===== src/design/sef_pkg.sv =====
// ----------------------------------------------------------------------------
// sef_pkg: shared types and constants of the Sobel edge filter
// Field widths, register indexes, the control word from the register block
// and the per-channel gradient magnitude function.
// ----------------------------------------------------------------------------
package sef_pkg;

   // payload field widths
   localparam int CHAN_W    = 8;
   localparam int PIX_W     = 3 * CHAN_W;
   localparam int OUT_COL_W = 11;
   localparam int OUT_ROW_W = 12;
   localparam int ROW_W     = 12;

   // register widths and limits
   localparam int FW_W       = 12;
   localparam int FH_W       = 13;
   localparam int MIN_DIM    = 3;
   localparam int MAX_HEIGHT = 4096;
   localparam int CLAMP_MAX  = 255;

   // APB register map
   localparam int CSR_ADDR_W = 3;
   localparam int CSR_DATA_W = 32;
   localparam logic REG_FRAME_WIDTH  = 1'b0;
   localparam logic REG_FRAME_HEIGHT = 1'b1;

   localparam logic [FW_W-1:0] FRAME_WIDTH_RST  = 12'd640;
   localparam logic [FH_W-1:0] FRAME_HEIGHT_RST = 13'd480;

   // control word from register block to filter core
   typedef struct packed {
      logic [FW_W-1:0] frame_width;
      logic [FH_W-1:0] frame_height;
      logic            restart;     // any register write: new frame next pixel
   } sef_cfg_type;

   typedef logic [CHAN_W-1:0] chan_type;

   // |gx| + |gy| of one channel, clamped; l = left column, m = middle,
   // r = right; index 0 top, 2 bottom
   function automatic chan_type sobel_mag(input chan_type l0, input chan_type l1,
                                          input chan_type l2, input chan_type m0,
                                          input chan_type m2, input chan_type r0,
                                          input chan_type r1, input chan_type r2);
      logic [9:0]         sum_r;
      logic [9:0]         sum_l;
      logic [9:0]         sum_b;
      logic [9:0]         sum_t;
      logic signed [10:0] gx;
      logic signed [10:0] gy;
      logic [9:0]         ax;
      logic [9:0]         ay;
      logic [10:0]        mag;
      sum_r = 10'(r0) + 10'({r1, 1'b0}) + 10'(r2);
      sum_l = 10'(l0) + 10'({l1, 1'b0}) + 10'(l2);
      sum_b = 10'(l2) + 10'({m2, 1'b0}) + 10'(r2);
      sum_t = 10'(l0) + 10'({m0, 1'b0}) + 10'(r0);
      gx  = $signed({1'b0, sum_r}) - $signed({1'b0, sum_l});
      gy  = $signed({1'b0, sum_b}) - $signed({1'b0, sum_t});
      ax  = gx[10] ? 10'(-gx) : 10'(gx);
      ay  = gy[10] ? 10'(-gy) : 10'(gy);
      mag = 11'(ax) + 11'(ay);
      return (mag > 11'(CLAMP_MAX)) ? chan_type'(CLAMP_MAX) : mag[CHAN_W-1:0];
   endfunction

endpackage


===== src/design/sef_csr.sv =====
// ----------------------------------------------------------------------------
// sef_csr: APB register block
// Holds frame width and height; flags a frame restart on every write.
// ----------------------------------------------------------------------------
module sef_csr
   import sef_pkg::*;
(
   input  logic                  clock,
   input  logic                  reset,
   input  logic                  csr_psel,
   input  logic                  csr_penable,
   input  logic                  csr_pwrite,
   input  logic [CSR_ADDR_W-1:0] csr_paddr,
   input  logic [CSR_DATA_W-1:0] csr_pwdata,
   output logic [CSR_DATA_W-1:0] csr_prdata,
   output logic                  csr_pready,
   output sef_cfg_type           cfg
);

   logic            wr_stb;
   logic            reg_sel;
   logic [FW_W-1:0] width_ff;
   logic [FH_W-1:0] height_ff;

   assign wr_stb     = csr_psel & csr_penable & csr_pwrite;
   assign reg_sel    = csr_paddr[2];
   assign csr_pready = 1'b1;

   // register writes
   always_ff @(posedge clock) begin
      if (reset) begin
         width_ff  <= FRAME_WIDTH_RST;
         height_ff <= FRAME_HEIGHT_RST;
      end else if (wr_stb) begin
         case (reg_sel)
            REG_FRAME_WIDTH:  width_ff  <= csr_pwdata[FW_W-1:0];
            REG_FRAME_HEIGHT: height_ff <= csr_pwdata[FH_W-1:0];
            default: ;
         endcase
      end
   end

   // read mux
   always_comb begin
      case (reg_sel)
         REG_FRAME_WIDTH:  csr_prdata = CSR_DATA_W'(width_ff);
         REG_FRAME_HEIGHT: csr_prdata = CSR_DATA_W'(height_ff);
         default:          csr_prdata = '0;
      endcase
   end

   assign cfg.frame_width  = width_ff;
   assign cfg.frame_height = height_ff;
   assign cfg.restart      = wr_stb;

endmodule


===== config.mk =====
export PLATFORM = sky130hd
export DESIGN_NAME = sef_csr
export DESIGN_NICKNAME = d
export VERILOG_FILES = /design/src/design/sef_pkg.sv /design/src/design/sef_csr.sv
export SDC_FILE = /design/constraint.sdc
export NUM_CORES = 1
export LEC_CHECK = 0
export BUFFER_PORTS_ARGS = -buffer_cell sky130_fd_sc_hd__buf_2
export CAP_MARGIN = 5
export CORE_MARGIN = 5
export CORE_UTILIZATION = 40
export CTS_CLUSTER_SIZE = 25
export DETAILED_ROUTE_END_ITERATION = 12
export MAX_ROUTING_LAYER = met4
export PLACE_DENSITY = 0.79
export SLEW_MARGIN = 20
export SYNTH_ARGS = -nofsm -noshare
export SYNTH_HDL_FRONTEND = slang
export SYNTH_SLANG_ARGS = --single-unit

===== constraint.sdc =====
create_clock -name clock -period 0.9 [get_ports clock]
set_input_delay 0 -clock clock [delete_from_list [all_inputs] [get_ports clock]]
set_output_delay 0 -clock clock [all_outputs]
set_load 0.01 [all_outputs]

==> summary by stage, run 1 <==
Status
The run finished, with violations left. The final reports fail on setup timing.

Setup path
Data on the critical path arrives at its endpoint at approximately 1100 ps. The top fanout value on the critical path is 2. The count of buffering cells on the critical path with inverters included is 1. The launching point of the worst reg2reg path is height_ff[2]. The cell with the largest stage delay on the worst path is sky130_fd_sc_hd__dfxtp_2. The endpoint type of the worst setup path is an output pin.

Grouping stages by cell kind, the critical path spends the most delay in flip-flops. The slack of the worst reg-to-reg path is roughly 70 ps. The critical path launch point type is a flip-flop.

The depth of the most critical reg-to-reg path is 4. The worst endpoint required time is about 900 ps. The most critical setup path has its startpoint at height_ff[3]. For this run, the slowest stage of the critical path takes 360 ps. The critical path runs through a total of 2 cells. The type of the worst setup path is reg -> out. The signal on the critical path passes through mux2_4, buf_6.

STA
The final worst-path setup slack is -165 ps. The peak clock frequency supported by timing is 939 MHz. For the pin with the worst max-slew slack, the measured transition is 556 ps. Setup violations remaining at the end of the flow were counted as 17. The worst pin sits at a relative slew slack of a little over three fifths. The number of max-slew violations in the final report is 0. In the final timing run, aggregate negative setup slack is -2050 ps. The share of the clock period used by the worst path after layout is 118%. The largest clock skew in the final design is 0 ps.

The smallest clock period supported by the final layout is computed as 1070 ps. Setup repair after global routing could not meet its margin everywhere. The number of hold violations in the final report is 0.

Floorplanning
The area of the placeable core is about 3300 um^2. In this run the core area contains 21 standard-cell rows. Once the floorplan was initialized, standard cells occupied 41.4% of the core. The area of the die is about 4700 um^2.

The die is around 69 um wide. The number of I/O pins is 99. The die height is approximately 70 um.

Routing
The pre-antenna-repair detailed-routing pass consisted of 4 iterations. The average detailed-routed wire length per instance is approximately 14 um. The via total after detailed routing is roughly 1,200. The post-detailed-route DRC marker count is 0.

The routed design has roughly 4000 um of wire. The DRC marker count from the first detailed-route iteration is 34. Once detail routing completed, the nets flagged for antenna violations numbered 0. Using the TritonRoute via totals, the vias-per-cell ratio works out to around 4.3.

Power and ir drop
The overall power of the completed layout is ~2.2 mW. Power spread over the standard cell area amounts to 908 nW/um^2. The worst IR drop on VDD is between 0.7 and 0.8 mV. For this design the static power due to leakage is around 1.2 nW.

Clock network
The number of buffers created by CTS is 3. The TritonCTS clock tree is yes. The CTS sink count is 25. Counting along the longest clock path gives a buffer depth of 2.

After clock tree synthesis, the clock-pin slew on the worst setup and hold paths is 130 ps. The clock latency at the later pin of the worst-skew pair is 310 ps. In this run the number of H-tree levels came out at 1. The clock root buffer is sky130_fd_sc_hd__clkbuf_4.

Yosys
The unique cell type count in the Yosys netlist is 16. The number of instances in the synthesized netlist is between 100 and 150. The synthesized flop and latch total is 25.

The netlist area before placement is 1380 um^2. The share of the Yosys chip area taken by registers is approximately 36%. The synthesized area divided by synthesized cell count is about 9.8 um^2. The total number of yosys warnings is 0.

Global routing
The first global-routing pass estimated approximately 5800 um of wire. The largest net degree at the start of global routing is 43. The overall global routing resource usage is between 10% and 20%. The number of antenna violations at the first check in global routing is 0. The number of global-route vias before repair was between 1,000 and 1,500. Summed over all layers, the global routing overflow is 0.

Placement
The weighted congestion reported at the end of routability-driven placement is 0.665. The number of buffers inserted by port buffering is 57. The placement-stage cell area is between 1500 and 2000 um^2. The pre-CTS setup slack is around 36 ps. The number of cells after detailed placement is between 200 and 250. The HPWL after detailed placement is between 2000 and 2500 um.

Finish
Leaving out fill and tap cells, the most frequent cell in the layout is sky130_fd_sc_hd__buf_6. The diode insertion count for antenna repair is 0. The area growth from synthesis to layout is 72.9%. The library cells used most frequently in the layout, excluding fill and tap cells, are sky130_fd_sc_hd__buf_6, sky130_fd_sc_hd__nand2b_1, sky130_fd_sc_hd__mux2i_1, sky130_fd_sc_hd__dfxtp_2, sky130_fd_sc_hd__buf_2.

The finished layout holds around 290 standard cells, fillers aside. The post-route netlist has 55.8% of its cells at a drive strength greater than 1. The final-layout fill cell count is about 250. Summing all non-filler instances in the final layout gives an area of 2390 um^2. The count of nets after finishing is between 200 and 300.

Min path
The worst hold path begins at csr_penable. The hold-critical path depth is 4. The path class of the tightest hold or removal check is in -> reg.

Run
Across the run, the number of max-cap violations was 0.
[path summary, 6_finish.rpt]
path                   endpoint
setup / recovery  csr_prdata[3]
hold / removal     height_ff[0]
hold reg to reg     width_ff[8]
setup reg to reg   height_ff[2]
[state kept, by name, indices dropped and copies added, names as in the netlist]
name	flops
height_ff	13
width_ff	12
[cells by family (layout without fill, tap and decap cells)]
family | after synthesis | count (layout) | share of synthesized area [%]
flip-flops | 25 | 25 | 36.2
buffers and inverters | 29 | 110 | 15.0
other | 2 | 20 | 0.543
AND/OR/NAND/NOR | 48 | 48 | 20.4
multiplexers | 37 | 37 | 27.9
[repair_timing]
action / CTS / global route
setup buffers: 20 / 18
resized for setup: 76 / 20
hold buffers: 13 / 0
hold endpoints to repair: 25 / 0
setup endpoints to repair: 13 / 33
[cells in the mapped netlist]
library cell               instances  area share (%)
sky130_fd_sc_hd__buf_6             2             1.6
sky130_fd_sc_hd__and2_1            1            0.45
sky130_fd_sc_hd__nor2_1           11             3.0
sky130_fd_sc_hd__and4b_1           1            0.72
sky130_fd_sc_hd__mux2_2           12             9.8
sky130_fd_sc_hd__clkbuf_1          4             1.1
sky130_fd_sc_hd__buf_4            22              12
sky130_fd_sc_hd__mux2i_1          25              18
sky130_fd_sc_hd__nand4b_1          1            0.63
sky130_fd_sc_hd__conb_1            2            0.54
sky130_fd_sc_hd__buf_2             1            0.36
sky130_fd_sc_hd__nand4_1           1            0.45
sky130_fd_sc_hd__and4_1            1            0.63
sky130_fd_sc_hd__nand2b_1         31              14
sky130_fd_sc_hd__and3_1            1            0.45
sky130_fd_sc_hd__dfxtp_1          25              36
[where the power goes]
| part | switching [mW] | internal, mW |
|---|---|---|
| registers | 0.0182 | 1.14 |
| logic | 0.223 | 0.296 |
| clock network | 0.325 | 0.173 |
[through the flow]
stage,util (%),hold WS [ps]
after floorplan,-,155
after global placement,49.6,269
after detailed placement,49.6,282
after CTS,67.9,136
after global routing,71.6,149
final,71.6,153
[per-layer routing]
metal | track usage, % | share of wire (%)
met1 | 16.4 | 37
met2 | 34.6 | 56
met3 | 3.08 | 5.1
met4 | 4.14 | 1.4
met5 | - | 0
[area by class of cell]
cell class	count	area [um^2]	area share, %
repair buffers	106	985	41.2
flip-flops and latches	25	532	22.3
multi-input cells	105	790	33.0
well taps	46	57.6	2.41
clock buffers	4	26.3	1.10
[tightest hold or removal path, cell delays in order]
cell	delay (ps)
sky130_fd_sc_hd__buf_2	120
sky130_fd_sc_hd__nand4_1	80
sky130_fd_sc_hd__buf_4	160
sky130_fd_sc_hd__mux2i_1	70
(Power assumes the default switching activity.)
==> run 2, diff against run 1 <==
- CELL_PAD_IN_SITES_DETAIL_PLACEMENT: not set -> 0
- CELL_PAD_IN_SITES_GLOBAL_PLACEMENT: not set -> 1
- CORE_UTILIZATION: 40 -> 29
- CTS_BUF_LIST: not set -> sky130_fd_sc_hd__clkbuf_8
- PLACE_DENSITY: 0.79 -> not set
- PLACE_DENSITY_LB_ADDON: not set -> 0.1
- SLEW_MARGIN: 20 -> 0
==> run 2 against run 1 <==
The run still ends with setup timing left. Register-to-register slack gained 80 ps. Via count shrank 3.9%. Cell count shrank 2.8%. Fmax grew 6.0%. Clock skew is the same. Critical endpoint is now csr_prdata[4].
==> summary by stage, run 2 (synthesis gave the netlist of run 1 again) <==
STA
Setup repair after global routing could not meet its margin everywhere. The max-slew headroom at the worst pin is 61.3% (-1.6 points). The final setup violation count is 12 (-5). The pin slew with the least headroom to its limit is 580 ps (+24.2 ps). The shortest period the worst path allows is 1010 ps (-60.0 ps). The final worst-path setup slack is -106 ps (+60.0 ps).

The number of max-slew violations in the final report is 0 (unchanged). The largest clock skew in the final design is 0 ps (unchanged). The share of the clock period used by the worst path after layout is 112% (-6.7 points). The peak clock frequency supported by timing came to 995 MHz (+6.0%). The number of hold violations in the final report is 0 (unchanged).

Routing
The via-per-instance ratio is 4.29 (-1.1%). The average detailed-routed wire length per instance is 13.6 um (-2.9%). The DRC marker count from the first detailed-route iteration is 42 (+24%). The number of detailed-routing iterations run before antenna repair is 3 (-1). The detailed-route wire length is 3770 um (-5.7%). The highest metal layer carrying signal wires in the routed design is met4. The wire length on met3 is 214 um (+5.9%).

The via total after detailed routing is 1,192 (-3.9%). The post-detailed-route DRC marker count was 0 (unchanged). The number of nets with antenna violations after routing is 0 (unchanged). The sum of routed wire segments on met1 is 1590 um (+7.3%). The wire length on met2 was 1950 um (-14%).

Placement
The number of buffers inserted by port buffering is 57 (unchanged). The number of cells after detailed placement is 246 (+2.9%). The detailed placer's ending HPWL came to 2520 um (+14%). The weighted congestion reported at the end of routability-driven placement is 0.702 (+5.5%).

Floorplanning
The standard-cell row count came to 25 (+19%). The chip width is 79.0 um (+15%). The starting utilization of the core area came to 29.7% (-12 points). The die height was 79.0 um (+15%). The number of I/O pins is 99 (unchanged). The area of the placeable core is 4660 um^2 (+40%). The area of the die is 6250 um^2 (+32%).

Clock network
The number of buffers created by CTS was 3 (unchanged). The clock slew at the register clock pins of the worst setup and hold paths came to 90 ps (-40 ps). TritonCTS built the clock tree. The clock latency at the later pin of the worst-skew pair is 270 ps (-40 ps). The root buffer cell chosen for the clock tree is sky130_fd_sc_hd__clkbuf_8.

The H-tree level count is 1 (unchanged). The maximum clock path buffer count came to 2 (unchanged). The CTS sink count is 25 (unchanged).

Finish
Leaving out fill and tap cells, the most frequent cell in the layout is sky130_fd_sc_hd__buf_2. The count of placed standard cells in the final layout, fillers left out is 278 (-2.8%). The diode insertion count for antenna repair is 0 (unchanged).

The area growth from synthesis to layout is 52.0%. The layout cell share with drive strength beyond 1 is 55.8% (about the same). The largest registers in the layout are height_ff x13, width_ff x12. The count of nets after finishing is 265 (-5.7%).

The register name with the most flops is height_ff. The flip-flop count of the largest register after layout came to 13 (unchanged). The top cell types in the final layout, fill and taps aside, are sky130_fd_sc_hd__buf_2, sky130_fd_sc_hd__nand2b_1, sky130_fd_sc_hd__mux2i_1, sky130_fd_sc_hd__dfxtp_2, sky130_fd_sc_hd__buf_4.

Setup path
The critical path launch point type is a flip-flop. The worst endpoint required time is 900 ps (about the same). The end of the worst register-to-register path is width_ff[9]. The depth of the most critical reg-to-reg path is 3 (-1). The data arrival time at the worst-slack endpoint is 1010 ps (-60 ps). The most critical setup path has its endpoint at csr_prdata[4].

The type of the worst setup path is reg -> out. The longest individual stage delay on the worst path is 340 ps (-20 ps). The slack of the worst reg-to-reg path is 150 ps (+80 ps). The count of cell instances traversed by the critical path is 2 (unchanged).

Tracing the worst setup path back leads to its startpoint at width_ff[4]. The kind of cell with the highest combined delay along the critical path is flip-flops. In this run the critical register-to-register path is launched from width_ff[9]. The count of buffering cells on the critical path with inverters included is 1 (unchanged). Walking the worst path, the cells encountered are mux2_4, buf_6.

The largest individual stage delay along the critical path comes from the cell sky130_fd_sc_hd__dfxtp_2. The worst setup path is captured at an output pin. The top fanout value on the critical path was 2 (unchanged).

Power and ir drop
The total power per unit cell area is 1080 nW/um^2 (+19%). The overall power of the completed layout was 2.27 mW (+4.5%). The leakage power summed over all cells is 1.04 nW (-10%).

The worst IR drop on VDD is 0.546 mV (-23%).

Global routing
The number of global-route vias before repair is 1,200 (-6.5%). The number of antenna violations at the first check in global routing is 0 (unchanged). The wire length of the first global-routing pass is 5840 um (-0.12%).

The total global routing overflow came to 0 (unchanged). The overall global routing resource usage is 12.1% (-5.0 points). The largest net degree at the start of global routing is 43 (unchanged).

Status
The final reports fail on setup timing. The flow ran to the end, but the final reports show violations.

Run
The number of violations of the max-capacitance limit is 0 (unchanged).

Min path
The worst hold path belongs to the class in -> reg.
## run 2: cell types whose count changed in the layout (fill, tap and decap cells not counted), sizes merged
cell	before	now
buf	93	84
clkbuf	4	3
clkinv	0	1
dlygate4sd3	13	6
## run 2: per-layer routing
layer / track usage (%) / vias up
met4: 3.61 / 0
met2: 21.0 / 38
met5: - / -
met1: 13.8 / 565
met3: 3.06 / 2
li1: - / 587
## run 2: worst min-delay path by stage
stage | startpoint | endpoint | slack (ps) | cells after the start
final | csr_pwdata[0] | height_ff[0] | 7 | 3
after global routing | csr_pwdata[1] | height_ff[1] | 10 | 3
after CTS | csr_pwdata[0] | height_ff[0] | 1 | 3
after detailed placement | csr_pwdata[12] | height_ff[12] | 280 | 3
after global placement | csr_pwdata[12] | height_ff[12] | 270 | 3
after floorplan | csr_pwdata[5] | width_ff[5] | 160 | 2
## run 2: cell type report
class	count	area (um^2)
fillers	478	2560
flip-flops and latches	25	532
well taps	54	67.6
clock buffers	3	41.3
clock inverters	1	5.00
multi-input cells	105	783
repair buffers	90	673
## run 2: where the power goes
part           internal [mW]  switching [mW]  total [mW]
logic                  0.236           0.209       0.445
clock network          0.310           0.365       0.675
registers               1.13          0.0145        1.15
## run 2: per-stage QoR
step	setup slack, ps	hold WS [ps]	cell area [um^2]	TNS [ps]	util, %
final	-106	6.98	2100	-1050	45.1
after global routing	-142	13.5	2100	-1510	45.1
after CTS	-113	1.41	2030	-1180	43.6
after detailed placement	-15.8	278	1660	-33.9	35.6
after global placement	26.8	268	1660	0	35.6
after floorplan	165	155	1450	0	-
## run 2: timing repair
action / 4_1_cts / 5_1_grt
hold buffers: 6 / 0
gates resized for setup: 39 / 14
hold endpoints to repair: 9 / 0
setup endpoints to repair: 12 / 17
buffers inserted: 20 / 2
## run 2: tightest hold or removal path, delay by kind of cell
kind	cells	cell delay, ps
buf+inv	1	100
simple gates	1	80
mux	1	70
